File: src/rtl/rfae_pkg.sv
// ----------------------------------------------------------------------------
// rfae_pkg
// Shared types and constants for the register file ALU executor.
// ----------------------------------------------------------------------------
package rfae_pkg;

  localparam int DEF_NUM_REGS   = 26;
  localparam int DEF_DATA_WIDTH = 32;

  localparam int OP_W  = 4;
  localparam int IDX_W = 5;
  localparam int IMM_W = 32;
  localparam int VAL_W = 32;

  localparam logic [OP_W-1:0] OP_IN   = 4'd0;
  localparam logic [OP_W-1:0] OP_MOV  = 4'd1;
  localparam logic [OP_W-1:0] OP_XCHG = 4'd2;
  localparam logic [OP_W-1:0] OP_ADD  = 4'd3;
  localparam logic [OP_W-1:0] OP_SUB  = 4'd4;
  localparam logic [OP_W-1:0] OP_MUL  = 4'd5;
  localparam logic [OP_W-1:0] OP_DIV  = 4'd6;
  localparam logic [OP_W-1:0] OP_MOD  = 4'd7;
  localparam logic [OP_W-1:0] OP_AND  = 4'd8;
  localparam logic [OP_W-1:0] OP_OR   = 4'd9;
  localparam logic [OP_W-1:0] OP_XOR  = 4'd10;
  localparam logic [OP_W-1:0] OP_OUT  = 4'd11;

  localparam logic STATUS_VALUE    = 1'b0;
  localparam logic STATUS_DIV_ZERO = 1'b1;

  typedef struct packed {
    logic [OP_W-1:0]         operation;
    logic [IDX_W-1:0]        dest;
    logic [IDX_W-1:0]        first_source;
    logic                    use_register;
    logic [IDX_W-1:0]        source_reg;
    logic signed [IMM_W-1:0] immediate;
  } instr_t;

  typedef struct packed {
    logic signed [VAL_W-1:0] value;
    logic                    status;
  } result_t;

  typedef struct packed {
    logic            start;
    logic [OP_W-1:0] op;
  } alu_ctl_t;

endpackage

File: src/rtl/rfae_regfile.sv
// ----------------------------------------------------------------------------
// rfae_regfile
// Register file memory, one write and two registered reads per cycle.
// Per-entry valid bits make unwritten entries read as zero after reset.
// ----------------------------------------------------------------------------
module rfae_regfile #(
  parameter int NUM_REGS   = rfae_pkg::DEF_NUM_REGS,
  parameter int DATA_WIDTH = rfae_pkg::DEF_DATA_WIDTH
) (
  input  logic                       clk,
  input  logic                       rst,
  input  logic [rfae_pkg::IDX_W-1:0] rd_idx_a,
  input  logic [rfae_pkg::IDX_W-1:0] rd_idx_b,
  output logic [DATA_WIDTH-1:0]      rd_data_a,
  output logic [DATA_WIDTH-1:0]      rd_data_b,
  input  logic                       wr_en,
  input  logic [rfae_pkg::IDX_W-1:0] wr_idx,
  input  logic [DATA_WIDTH-1:0]      wr_data
);
  import rfae_pkg::*;

  localparam int AW = $clog2(NUM_REGS);

  logic [DATA_WIDTH-1:0] mem [NUM_REGS];
  logic [NUM_REGS-1:0]   valid;

  logic [AW-1:0] addr_a;
  logic [AW-1:0] addr_b;
  logic [AW-1:0] addr_w;
  logic          hit_a;
  logic          hit_b;
  logic          wr_ok;

  assign addr_a = AW'(rd_idx_a);
  assign addr_b = AW'(rd_idx_b);
  assign addr_w = AW'(wr_idx);
  assign hit_a  = int'(rd_idx_a) < NUM_REGS;
  assign hit_b  = int'(rd_idx_b) < NUM_REGS;
  assign wr_ok  = wr_en && (int'(wr_idx) < NUM_REGS);

  always_ff @(posedge clk) begin
    if (wr_ok) begin
      mem[addr_w] <= wr_data;
    end
  end

  always_ff @(posedge clk) begin
    if (rst) begin
      valid <= '0;
    end else if (wr_ok) begin
      valid[addr_w] <= 1'b1;
    end
  end

  always_ff @(posedge clk) begin
    rd_data_a <= (hit_a && valid[addr_a]) ? mem[addr_a] : '0;
    rd_data_b <= (hit_b && valid[addr_b]) ? mem[addr_b] : '0;
  end

endmodule

File: src/rtl/rfae_alu.sv
// ----------------------------------------------------------------------------
// rfae_alu
// Serial ALU: bit-serial add/sub/logic, shift-add multiply and restoring
// divide, one operand bit per cycle, then a finishing step that loads the result.
// ----------------------------------------------------------------------------
module rfae_alu #(
  parameter int DATA_WIDTH = rfae_pkg::DEF_DATA_WIDTH
) (
  input  logic                  clk,
  input  logic                  rst,
  input  rfae_pkg::alu_ctl_t    ctl,
  input  logic [DATA_WIDTH-1:0] a,
  input  logic [DATA_WIDTH-1:0] b,
  output logic                  done,
  output logic [DATA_WIDTH-1:0] result
);
  import rfae_pkg::*;

  localparam int CW = $clog2(DATA_WIDTH + 1);
  localparam int DW = DATA_WIDTH;

  typedef enum logic [1:0] {S_IDLE, S_RUN, S_FIX} state_t;

  state_t          state;
  logic [OP_W-1:0] op;
  logic [CW-1:0]   cnt;
  logic [DW-1:0]   opa;
  logic [DW-1:0]   opb;
  logic [DW-1:0]   acc;
  logic            carry;
  logic            neg_q;
  logic            neg_r;

  logic          start_div;
  logic          run_div;
  logic          bb;
  logic          sum_bit;
  logic          cout;
  logic          ser_bit;
  logic [DW-1:0] mul_sum;
  logic [DW:0]   trial;
  logic [DW-1:0] mag_a;
  logic [DW-1:0] mag_b;
  logic [DW-1:0] quo_fix;
  logic [DW-1:0] rem_fix;

  assign start_div = (ctl.op == OP_DIV) || (ctl.op == OP_MOD);
  assign run_div   = (op == OP_DIV) || (op == OP_MOD);

  assign bb      = (op == OP_SUB) ? ~opb[0] : opb[0];
  assign sum_bit = opa[0] ^ bb ^ carry;
  assign cout    = (opa[0] & bb) | (opa[0] & carry) | (bb & carry);

  always_comb begin
    case (op)
      OP_AND:  ser_bit = opa[0] & opb[0];
      OP_OR:   ser_bit = opa[0] | opb[0];
      OP_XOR:  ser_bit = opa[0] ^ opb[0];
      default: ser_bit = sum_bit;
    endcase
  end

  assign mul_sum = acc + (opb[0] ? opa : '0);
  assign trial   = {acc, opa[DW-1]} - {1'b0, opb};
  assign mag_a   = a[DW-1] ? (DW'(0) - a) : a;
  assign mag_b   = b[DW-1] ? (DW'(0) - b) : b;
  assign quo_fix = neg_q ? (DW'(0) - opa) : opa;
  assign rem_fix = neg_r ? (DW'(0) - acc) : acc;

  always_ff @(posedge clk) begin
    if (rst) begin
      state <= S_IDLE;
      done  <= 1'b0;
    end else begin
      done <= 1'b0;
      case (state)
        S_IDLE: begin
          if (ctl.start) begin
            op    <= ctl.op;
            cnt   <= CW'(DW);
            acc   <= '0;
            carry <= (ctl.op == OP_SUB);
            neg_q <= a[DW-1] ^ b[DW-1];
            neg_r <= a[DW-1];
            opa   <= start_div ? mag_a : a;
            opb   <= start_div ? mag_b : b;
            state <= S_RUN;
          end
        end
        S_RUN: begin
          if (op == OP_MUL) begin
            acc <= mul_sum;
            opa <= opa << 1;
            opb <= opb >> 1;
          end else if (run_div) begin
            acc <= trial[DW] ? {acc[DW-2:0], opa[DW-1]} : trial[DW-1:0];
            opa <= {opa[DW-2:0], ~trial[DW]};
          end else begin
            acc   <= {ser_bit, acc[DW-1:1]};
            opa   <= opa >> 1;
            opb   <= opb >> 1;
            carry <= cout;
          end
          cnt <= cnt - CW'(1);
          if (cnt == CW'(1)) begin
            state <= S_FIX;
          end
        end
        S_FIX: begin
          if (op == OP_DIV) begin
            result <= quo_fix;
          end else if (op == OP_MOD) begin
            result <= rem_fix;
          end else begin
            result <= acc;
          end
          done  <= 1'b1;
          state <= S_IDLE;
        end
        default: state <= S_IDLE;
      endcase
    end
  end

  a_start_idle: assert property (@(posedge clk) disable iff (rst)
    ctl.start |-> state == S_IDLE)
    else $error("alu started while busy");

  a_done_after_fix: assert property (@(posedge clk) disable iff (rst)
    done |-> $past(state) == S_FIX)
    else $error("alu done without finishing cycle");

  a_run_count: assert property (@(posedge clk) disable iff (rst)
    state == S_RUN |-> cnt != '0)
    else $error("alu bit counter underflow");

endmodule

File: src/rtl/register_file_alu_executor.sv
// ----------------------------------------------------------------------------
// register_file_alu_executor
// Executes one decoded instruction per item on a zero-reset register file.
// ----------------------------------------------------------------------------
// An instruction is accepted only while the block is idle. IN, MOV, OUT,
// XCHG with an immediate operand and unused operation codes pass through
// the read and execute states and return to idle. XCHG with a register
// partner adds a second write-back state. ADD, SUB, MUL, DIV, MOD, AND, OR
// and XOR wait in a wait state: the serial ALU handles one operand bit per
// cycle and then a finishing step, around a registered register file read
// and write-back. A divide or modulo by zero starts no ALU run and returns
// from the execute state with status 1. A result waiting at the output does
// not hold off the next instruction unless that instruction itself has a
// result to give; then it waits in its execute state until the output
// register is free. Reset clears the register file at once through
// per-entry valid bits; there is no clearing sweep.
// ----------------------------------------------------------------------------
module register_file_alu_executor #(
  parameter int NUM_REGS   = rfae_pkg::DEF_NUM_REGS,
  parameter int DATA_WIDTH = rfae_pkg::DEF_DATA_WIDTH
) (
  input  logic              clk,
  input  logic              rst,
  input  logic              instr_valid,
  output logic              instr_stall,
  input  rfae_pkg::instr_t  instr,
  output logic              result_valid,
  input  logic              result_stall,
  output rfae_pkg::result_t result
);
  import rfae_pkg::*;

  typedef enum logic [2:0] {S_IDLE, S_READ, S_EXEC, S_XCHG2, S_WAIT} state_t;

  state_t  state;
  instr_t  ir;

  logic [IDX_W-1:0]      rd_idx_a;
  logic [DATA_WIDTH-1:0] rd_a;
  logic [DATA_WIDTH-1:0] rd_b;
  logic                  wr_en;
  logic [IDX_W-1:0]      wr_idx;
  logic [DATA_WIDTH-1:0] wr_data;
  logic [DATA_WIDTH-1:0] imm_ext;
  logic [DATA_WIDTH-1:0] opnd_b;
  logic                  out_free;
  logic                  res_load;
  logic                  is_alu;
  logic                  is_div;
  logic                  b_zero;
  alu_ctl_t              alu_ctl;
  logic                  alu_done;
  logic [DATA_WIDTH-1:0] alu_result;

  assign instr_stall = (state != S_IDLE);

  assign rd_idx_a = ((ir.operation == OP_XCHG) || (ir.operation == OP_OUT)) ?
                    ir.dest : ir.first_source;
  assign imm_ext  = DATA_WIDTH'(ir.immediate);
  assign opnd_b   = ir.use_register ? rd_b : imm_ext;
  assign b_zero   = (opnd_b == '0);
  assign out_free = !result_valid || !result_stall;
  assign res_load = (state == S_EXEC) && out_free &&
                    ((ir.operation == OP_OUT) || (is_div && b_zero));

  assign is_div = (ir.operation == OP_DIV) || (ir.operation == OP_MOD);
  assign is_alu = (ir.operation == OP_ADD) || (ir.operation == OP_SUB) ||
                  (ir.operation == OP_MUL) || (ir.operation == OP_AND) ||
                  (ir.operation == OP_OR)  || (ir.operation == OP_XOR);

  assign alu_ctl.start = (state == S_EXEC) && (is_alu || (is_div && !b_zero));
  assign alu_ctl.op    = ir.operation;

  always_comb begin
    wr_en   = 1'b0;
    wr_idx  = ir.dest;
    wr_data = opnd_b;
    case (state)
      S_EXEC: begin
        if ((ir.operation == OP_IN) || (ir.operation == OP_MOV)) begin
          wr_en = 1'b1;
        end else if ((ir.operation == OP_XCHG) && ir.use_register) begin
          wr_en   = 1'b1;
          wr_data = rd_b;
        end
      end
      S_XCHG2: begin
        wr_en   = 1'b1;
        wr_idx  = ir.source_reg;
        wr_data = rd_a;
      end
      S_WAIT: begin
        wr_en   = alu_done;
        wr_data = alu_result;
      end
      default: wr_en = 1'b0;
    endcase
  end

  rfae_regfile #(
    .NUM_REGS   (NUM_REGS),
    .DATA_WIDTH (DATA_WIDTH)
  ) u_regfile (
    .clk       (clk),
    .rst       (rst),
    .rd_idx_a  (rd_idx_a),
    .rd_idx_b  (ir.source_reg),
    .rd_data_a (rd_a),
    .rd_data_b (rd_b),
    .wr_en     (wr_en),
    .wr_idx    (wr_idx),
    .wr_data   (wr_data)
  );

  rfae_alu #(
    .DATA_WIDTH (DATA_WIDTH)
  ) u_alu (
    .clk    (clk),
    .rst    (rst),
    .ctl    (alu_ctl),
    .a      (rd_a),
    .b      (opnd_b),
    .done   (alu_done),
    .result (alu_result)
  );

  always_ff @(posedge clk) begin
    if (rst) begin
      state        <= S_IDLE;
      result_valid <= 1'b0;
    end else begin
      if (result_valid && !result_stall && !res_load) begin
        result_valid <= 1'b0;
      end
      case (state)
        S_IDLE: begin
          if (instr_valid) begin
            ir    <= instr;
            state <= S_READ;
          end
        end
        S_READ: state <= S_EXEC;
        S_EXEC: begin
          if (ir.operation == OP_XCHG) begin
            state <= ir.use_register ? S_XCHG2 : S_IDLE;
          end else if (is_alu) begin
            state <= S_WAIT;
          end else if (is_div) begin
            if (!b_zero) begin
              state <= S_WAIT;
            end else if (out_free) begin
              result_valid  <= 1'b1;
              result.value  <= '0;
              result.status <= STATUS_DIV_ZERO;
              state         <= S_IDLE;
            end
          end else if (ir.operation == OP_OUT) begin
            if (out_free) begin
              result_valid  <= 1'b1;
              result.value  <= VAL_W'(signed'(rd_a));
              result.status <= STATUS_VALUE;
              state         <= S_IDLE;
            end
          end else begin
            state <= S_IDLE;
          end
        end
        S_XCHG2: state <= S_IDLE;
        S_WAIT: begin
          if (alu_done) begin
            state <= S_IDLE;
          end
        end
        default: state <= S_IDLE;
      endcase
    end
  end

  a_no_write_on_accept: assert property (@(posedge clk) disable iff (rst)
    instr_valid && !instr_stall |-> !wr_en)
    else $error("register write while accepting an item");

  a_start_to_wait: assert property (@(posedge clk) disable iff (rst)
    alu_ctl.start |=> state == S_WAIT)
    else $error("alu started without waiting for it");

  a_done_in_wait: assert property (@(posedge clk) disable iff (rst)
    alu_done |-> state == S_WAIT)
    else $error("alu result arrived outside wait state");

  a_result_load: assert property (@(posedge clk) disable iff (rst)
    $rose(result_valid) |-> $past(state) == S_EXEC)
    else $error("result loaded outside execute state");

endmodule

File: config.mk
export PLATFORM = sky130hd
export DESIGN_NAME = register_file_alu_executor
export DESIGN_NICKNAME = d
export VERILOG_FILES = /design/src/rtl/rfae_pkg.sv /design/src/rtl/rfae_regfile.sv /design/src/rtl/rfae_alu.sv /design/src/rtl/register_file_alu_executor.sv
export SDC_FILE = /design/constraint.sdc
export NUM_CORES = 2
export LEC_CHECK = 0
export BUFFER_PORTS_ARGS = -buffer_cell sky130_fd_sc_hd__buf_2
export CAP_MARGIN = 40
export CORE_MARGIN = 3
export CORE_UTILIZATION = 45
export DETAILED_ROUTE_END_ITERATION = 8
export GPL_TIMING_DRIVEN = 0
export PLACE_DENSITY_LB_ADDON = 0.15
export SLEW_MARGIN = 20
export SYNTH_ARGS = -nofsm -noshare
export SYNTH_HDL_FRONTEND = slang
export SYNTH_SLANG_ARGS = --single-unit
File: constraint.sdc
create_clock -name clk -period 23 [get_ports clk]
set_input_delay 2.3 -clock clk [delete_from_list [all_inputs] [get_ports clk]]
set_output_delay 2.3 -clock clk [all_outputs]
set_load 0.01 [all_outputs]
==> After elaboration in Yosys (flattened, before gate mapping) <==
Memory sizes are Yosys's and may differ from the RTL's. A register that Yosys moved wholly into a read port is not among the register bits.
Index checks and enable logic that the tools add are counted.
{ "totals": {"ram_bits": 832, "input_bits": 56, "mem_count": 1, "reg_bits": 259} }
{ "mem_list": {"columns": ["memory", "depth", "word_bits", "read_ports", "rd_ports_with_merged_regs", "wr", "line", "source"], "rows": [
  ["u_regfile.mem", 26, 32, 2, 2, 1, "rfae_regfile.sv:24", "logic [DATA_WIDTH-1:0] mem [NUM_REGS];"]
]} }
{ "classes": {"reduce_logical": 46, "eq_ne": 33, "n_mux": 74, "n_addsub": 7, "n_bitwise": 17, "magnitude_cmp": 7} }
{ "ops": {"columns": ["cell", "n"], "rows": [
  ["$mux W32", 22],
  ["$pmux W32 S2", 3],
  ["$mux W33", 5],
  ["$sub A1 B32 Y32 const A", 4],
  ["$pmux W32 S3", 1],
  ["$sub A33 B32 Y33", 1],
  ["$add A32 B32 Y32", 1],
  ["$eq A4 B3 Y1 const B", 8],
  ["$logic_not A32 Y1", 1],
  ["$eq A4 B4 Y1 const B", 7],
  ["$or A26 B26 Y26", 1],
  ["$mux W3", 8],
  ["$mux W1", 20],
  ["$lt A5 B6 Y1 const B", 3],
  ["$lt A5 B5 Y1 const B", 3],
  ["$logic_and A1 B1 Y1", 12],
  ["$logic_or A1 B1 Y1", 12],
  ["$pmux W3 S4", 1],
  ["$pmux W6 S2", 1],
  ["$bmux W1 S5", 2],
  ["$mux W5", 2],
  ["$reduce_and A3 Y1", 3],
  ["$eq A4 B2 Y1 const B", 2],
  ["$ne A2 B2 Y1 const B", 4],
  ["31 further kinds", 57]
]} }

==> Longest topological paths before layout <==
{ "depth": {"ltp_word": 14, "depth_mapped": 15} }

==> Hierarchy <==
A second synthesis with hierarchy kept.
{ "hier_totals": {"hier_cells": 4252, "hier_area_um2": 58715.1} }
{ "by_module_without_submodules": {"columns": ["module", "area_per_inst_um2", "cells_per_inst", "instances"], "rows": [
  ["rfae_regfile", 40588.9, 2266, 1],
  ["rfae_alu", 13125.1, 1557, 1],
  ["register_file_alu_executor", 5001.0, 429, 1]
]} }

==> Worst setup path after synthesis <==
OpenSTA, ideal clock, no wires.
{ "synth_timing": {"kind": "flip-flop to flip-flop", "from": "register ir[37] (netlist name)", "to": "register u_alu.acc[0] (enable)", "setup_ps": 584, "period_less_slack_ps": 8725, "path_stages_with_launch": 16, "path_slack_ps": 14275, "path_buffers": 5, "arrival_ps": 8141, "cell_sequence": "edfxtp_1 buf_2 buf_1 buf_1 buf_2 buf_1 mux2i_1 ha_1 o21ai_0 nor4b_2 nand4_1 nor4_1 o21ai_0 and3_1 nor2_1 nor3_1"} }
{ "synth_via": {"elab_chain_cells": 8} }
{ "synth_rtl": {"columns": ["item", "line", "source"], "rows": [
  ["start: declaration", "register_file_alu_executor.sv:36", "instr_t ir;"],
  ["start signal: assignment", "register_file_alu_executor.sv:138", "ir <= instr;"],
  ["$mux W32", "register_file_alu_executor.sv:60", "assign opnd_b = ir.use_register ? rd_b : imm_ext;"],
  ["$logic_not A32 Y1", "register_file_alu_executor.sv:61", "assign b_zero = (opnd_b == '0);"],
  ["$logic_not A1 Y1", null, null],
  ["$logic_and A1 B1 Y1", "register_file_alu_executor.sv:71", "assign alu_ctl.start = (state == S_EXEC) && (is_alu || (is_div && !b_zero));"],
  ["$logic_or A1 B1 Y1", "register_file_alu_executor.sv:71", null],
  ["$logic_and A1 B1 Y1", "register_file_alu_executor.sv:71", null],
  ["$ne A2 B2 Y1 (no source line)", null, null],
  ["$reduce_and A3 Y1 (no source line)", null, null],
  ["end signal: assignment", "rfae_alu.sv:92", "acc <= mul_sum;"],
  ["end signal: assignment", "rfae_alu.sv:96", "acc <= trial[DW] ? {acc[DW-2:0], opa[DW-1]} : trial[DW-1:0];"],
  ["end signal: assignment", "rfae_alu.sv:99", "acc <= {ser_bit, acc[DW-1:1]};"],
  ["end: declaration", "rfae_alu.sv:29", "logic [DW-1:0] acc;"]
]} }
No other way between the ends.
A chain may end at the register's enable or synchronous reset.

==> Worst setup path in the final report <==
{ "layout_timing": {"from": "register ir[37] (netlist name)", "to": "register result[19] (netlist name) (enable)"} }
{ "layout_via": {"elab_chain_cells": 4} }
{ "layout_rtl": {"columns": ["item", "line", "source"], "rows": [
  ["$mux W32", "register_file_alu_executor.sv:60", null],
  ["$logic_not A32 Y1", "register_file_alu_executor.sv:61", null],
  ["$ne A2 B1 Y1 (no source line)", null, null],
  ["$reduce_and A7 Y1 (no source line)", null, null],
  ["end: declaration", "register_file_alu_executor.sv:29", "output rfae_pkg::result_t result"]
]} }
No other way between the ends.

==> flow_metrics.env <==
export IMPL_holdBufCountCts=0
export IMPL_dieWidth_um=367
export IMPL_drc=0
export IMPL_crit_arrival_ps=8040
export IMPL_cts_tree="built"
export IMPL_wl_per_cell_um=31.4
export IMPL_fp_row_count=131
export IMPL_fin_crit_sh=0.329
export IMPL_timing_final_hold_violations=0
export IMPL_n_fill_cell=10700
export IMPL_drtIter0Drc=4920
export IMPL_place_gp_congestion=0.983
export IMPL_worst_pin_slew_ps=992
export IMPL_placedCellCount=6130
export IMPL_fp_dieArea_um2=135000
export IMPL_async_reset_ff_frac=0
export IMPL_tns_ps=0
export IMPL_drv_slew=0
export IMPL_nets=4671
export IMPL_first_global_vias=40500
export IMPL_clkSinkCount=1155
export IMPL_clk_latency_ps=770
export IMPL_yosysWarnings=0
export IMPL_ir_worst_vdd_mv=0.0698
export IMPL_path_clk_slew_ps=60
export IMPL_netlist_area_um2=58600
export IMPL_core_area_um2=128000
export IMPL_postSynthAreaPerCell_um2=14.0
export IMPL_clockBufferDepth=3
export IMPL_clockRootBuffer="clkbuf_16"
export IMPL_rsz0062_at_grt="false"
export IMPL_layout_commonest_cell="edfxtp_1"
export IMPL_fin_crit_ps=7570
export IMPL_syn_to_final_growth_pct=15.7
export IMPL_start_util=0.456
export IMPL_wl_mm=200
export IMPL_synthCells=4170
export IMPL_crit_path_max_fanout=11
export IMPL_outcome="finished, final reports clean"
export IMPL_port_buffers=90
export IMPL_viasPerCell=6.38
export IMPL_cts_htree_levels=4
export IMPL_setup_viol_count_final=0
export IMPL_ctsResizeCount=0
export IMPL_antenna_found_initial=5
export IMPL_hp_class="reg2reg"
export IMPL_synth_ff_type="edfxtp_1"
export IMPL_startpoint_type="flip-flop"
export IMPL_grt_pass1_wl_mm=286
export IMPL_cts_made_buffers=130
export IMPL_ys_ff_latch=1155
export IMPL_layout_common_cells="1058 x edfxtp_1, 428 x mux4_2, 381 x nand2_1"
export IMPL_max_freq_mhz=132
export IMPL_grt_ovfl_total=0
export IMPL_yosysSeqAreaShare=0.576
export IMPL_p_leak_nw=22.9
export IMPL_vias=40700
export IMPL_synth_edf_count=1058
export IMPL_maxSlewHeadroom=0.333
export IMPL_syn_nets=4301
export IMPL_drtAntennaViolNets=0
export IMPL_cp_required_ps=23460
export IMPL_post_cts_buffers=0
export IMPL_maxCapViolCount=0
export IMPL_skew_ps=28.9
export IMPL_worstSetupEndpointType="flip-flop"
export IMPL_pin_count=91
export IMPL_die_h_um=367
export IMPL_track_usage=0.295
export IMPL_dp_hpwl_mm=154
export IMPL_grt_max_degree=36
export IMPL_finalNonFillerCells=6372
export IMPL_drive_gt1_frac=0.217
export IMPL_p_per_area_nw_per_um2=72.8
export IMPL_dr_pass1_iters=6
export IMPL_synth_cell_types=81
export IMPL_path_class="reg2reg"
logic make-up (layout without fill, tap and decap cells):
| logic type | after synthesis | after routing | share of synthesized area |
|---|---|---|---|
| flip-flops | 1155 | 1155 | 0.576 |
| multiplexers | 553 | 553 | 0.186 |
| AND/OR/NAND/NOR | 1087 | 1087 | 0.0877 |
| buffers and inverters | 357 | 828 | 0.0239 |
| AO/OA/AOI/OAI | 770 | 770 | 0.0845 |
| other | 0 | 2 | 0 |
| XOR/XNOR | 173 | 173 | 0.0259 |
| adder cells (fa/ha/maj) | 75 | 75 | 0.0164 |
worst paths after layout:
path | start | end | slack (ps) | depth (start not counted)
max reg2reg | ir[37] | result[19] | 15430 | 21
min | u_regfile.valid[6] | u_regfile.valid[6] | 490 | 2
max | ir[37] | result[19] | 15430 | 21
min reg2reg | u_regfile.valid[6] | u_regfile.valid[6] | 490 | 2
Yosys cell counts, drive strengths merged (85+ instances only):
| master | n | area [um^2] |
|---|---|---|
| mux4 | 428 | 9640 |
| nand3 | 89 | 445 |
| o21ai | 156 | 785 |
| edfxtp | 1058 | 31800 |
| mux2i | 120 | 1200 |
| a31oi | 86 | 538 |
| a21oi | 201 | 1010 |
| nand2 | 381 | 1430 |
| xnor2 | 95 | 832 |
| nor2 | 276 | 1040 |
| dfxtp | 97 | 1940 |
| clkbuf | 197 | 742 |
| a211oi | 85 | 643 |
per-stage QoR:
stage	area (um^2)	total power, mW	worst slack, ps	hold slack (ps)	utilization
floorplan	58600	2.67	14280	448	-
global placement	61200	2.86	9030	467	0.477
detailed placement	63500	2.89	15410	475	0.495
CTS	67700	4.95	15360	492	0.528
global route	67800	5.08	15080	522	0.528
finish	67800	4.94	15430	493	0.528
cell type report:
type | instances | area [um^2] | share of cell area
Clock inverter | 77 | 800 | 0.0118
Antenna cell | 2 | 5.00 | 0.0000738
Clock buffer | 156 | 3430 | 0.0506
Timing Repair Buffer | 238 | 2400 | 0.0354
Buffer | 275 | 1100 | 0.0162
Inverter | 82 | 308 | 0.00454
Multi-Input combinational cell | 2658 | 23900 | 0.352
Sequential cell | 1155 | 33700 | 0.497
Tap cell | 1729 | 2160 | 0.0319
flip-flops by register name, indices dropped and copies added (netlist names), 4 cells and up:
signal               cells
u_alu.opa               32
alu_ctl                  4
u_regfile.rd_data_b     32
result                  33
u_regfile.mem          832
imm_ext                 32
ir                      16
u_regfile.valid         26
u_regfile.rd_data_a     32
u_alu.acc               32
u_alu.cnt                6
u_alu.opb               32
u_alu.op                 4
u_alu.result            32
layer usage:
metal | vias to the layer above | share of wire | global-route usage
li1 | 17200 | - | -
met1 | 20700 | 0.37 | 0.366
met2 | 2258 | 0.49 | 0.495
met3 | 464 | 0.086 | 0.0595
met4 | 2 | 0.053 | 0.146
met5 | - | 0.000040 | 0
power by group:
part | leakage [nW] | switching [mW] | internal (mW)
registers | 10.5 | 0.0266 | 2.32
clock network | 2.05 | 0.891 | 1.19
logic | 10.4 | 0.326 | 0.186
worst max-delay path: stages (launching register included):
cell      delay (ps)
edfxtp_1         520
buf_2            330
buf_1            610
buf_1            420
buf_8            210
buf_2            390
buf_1            240
buf_6            210
mux2i_1          360
ha_1             250
o21ai_0          300
nor4b_2          510
buf_2            310
nand4_1          190
nor4_1           530
o21ai_0          180
nand3b_1         240
nor3b_2          630
buf_6            250
buf_4            210
buf_6            170
buf_6            160
Note: power is estimated with default switching activity, not from simulation.
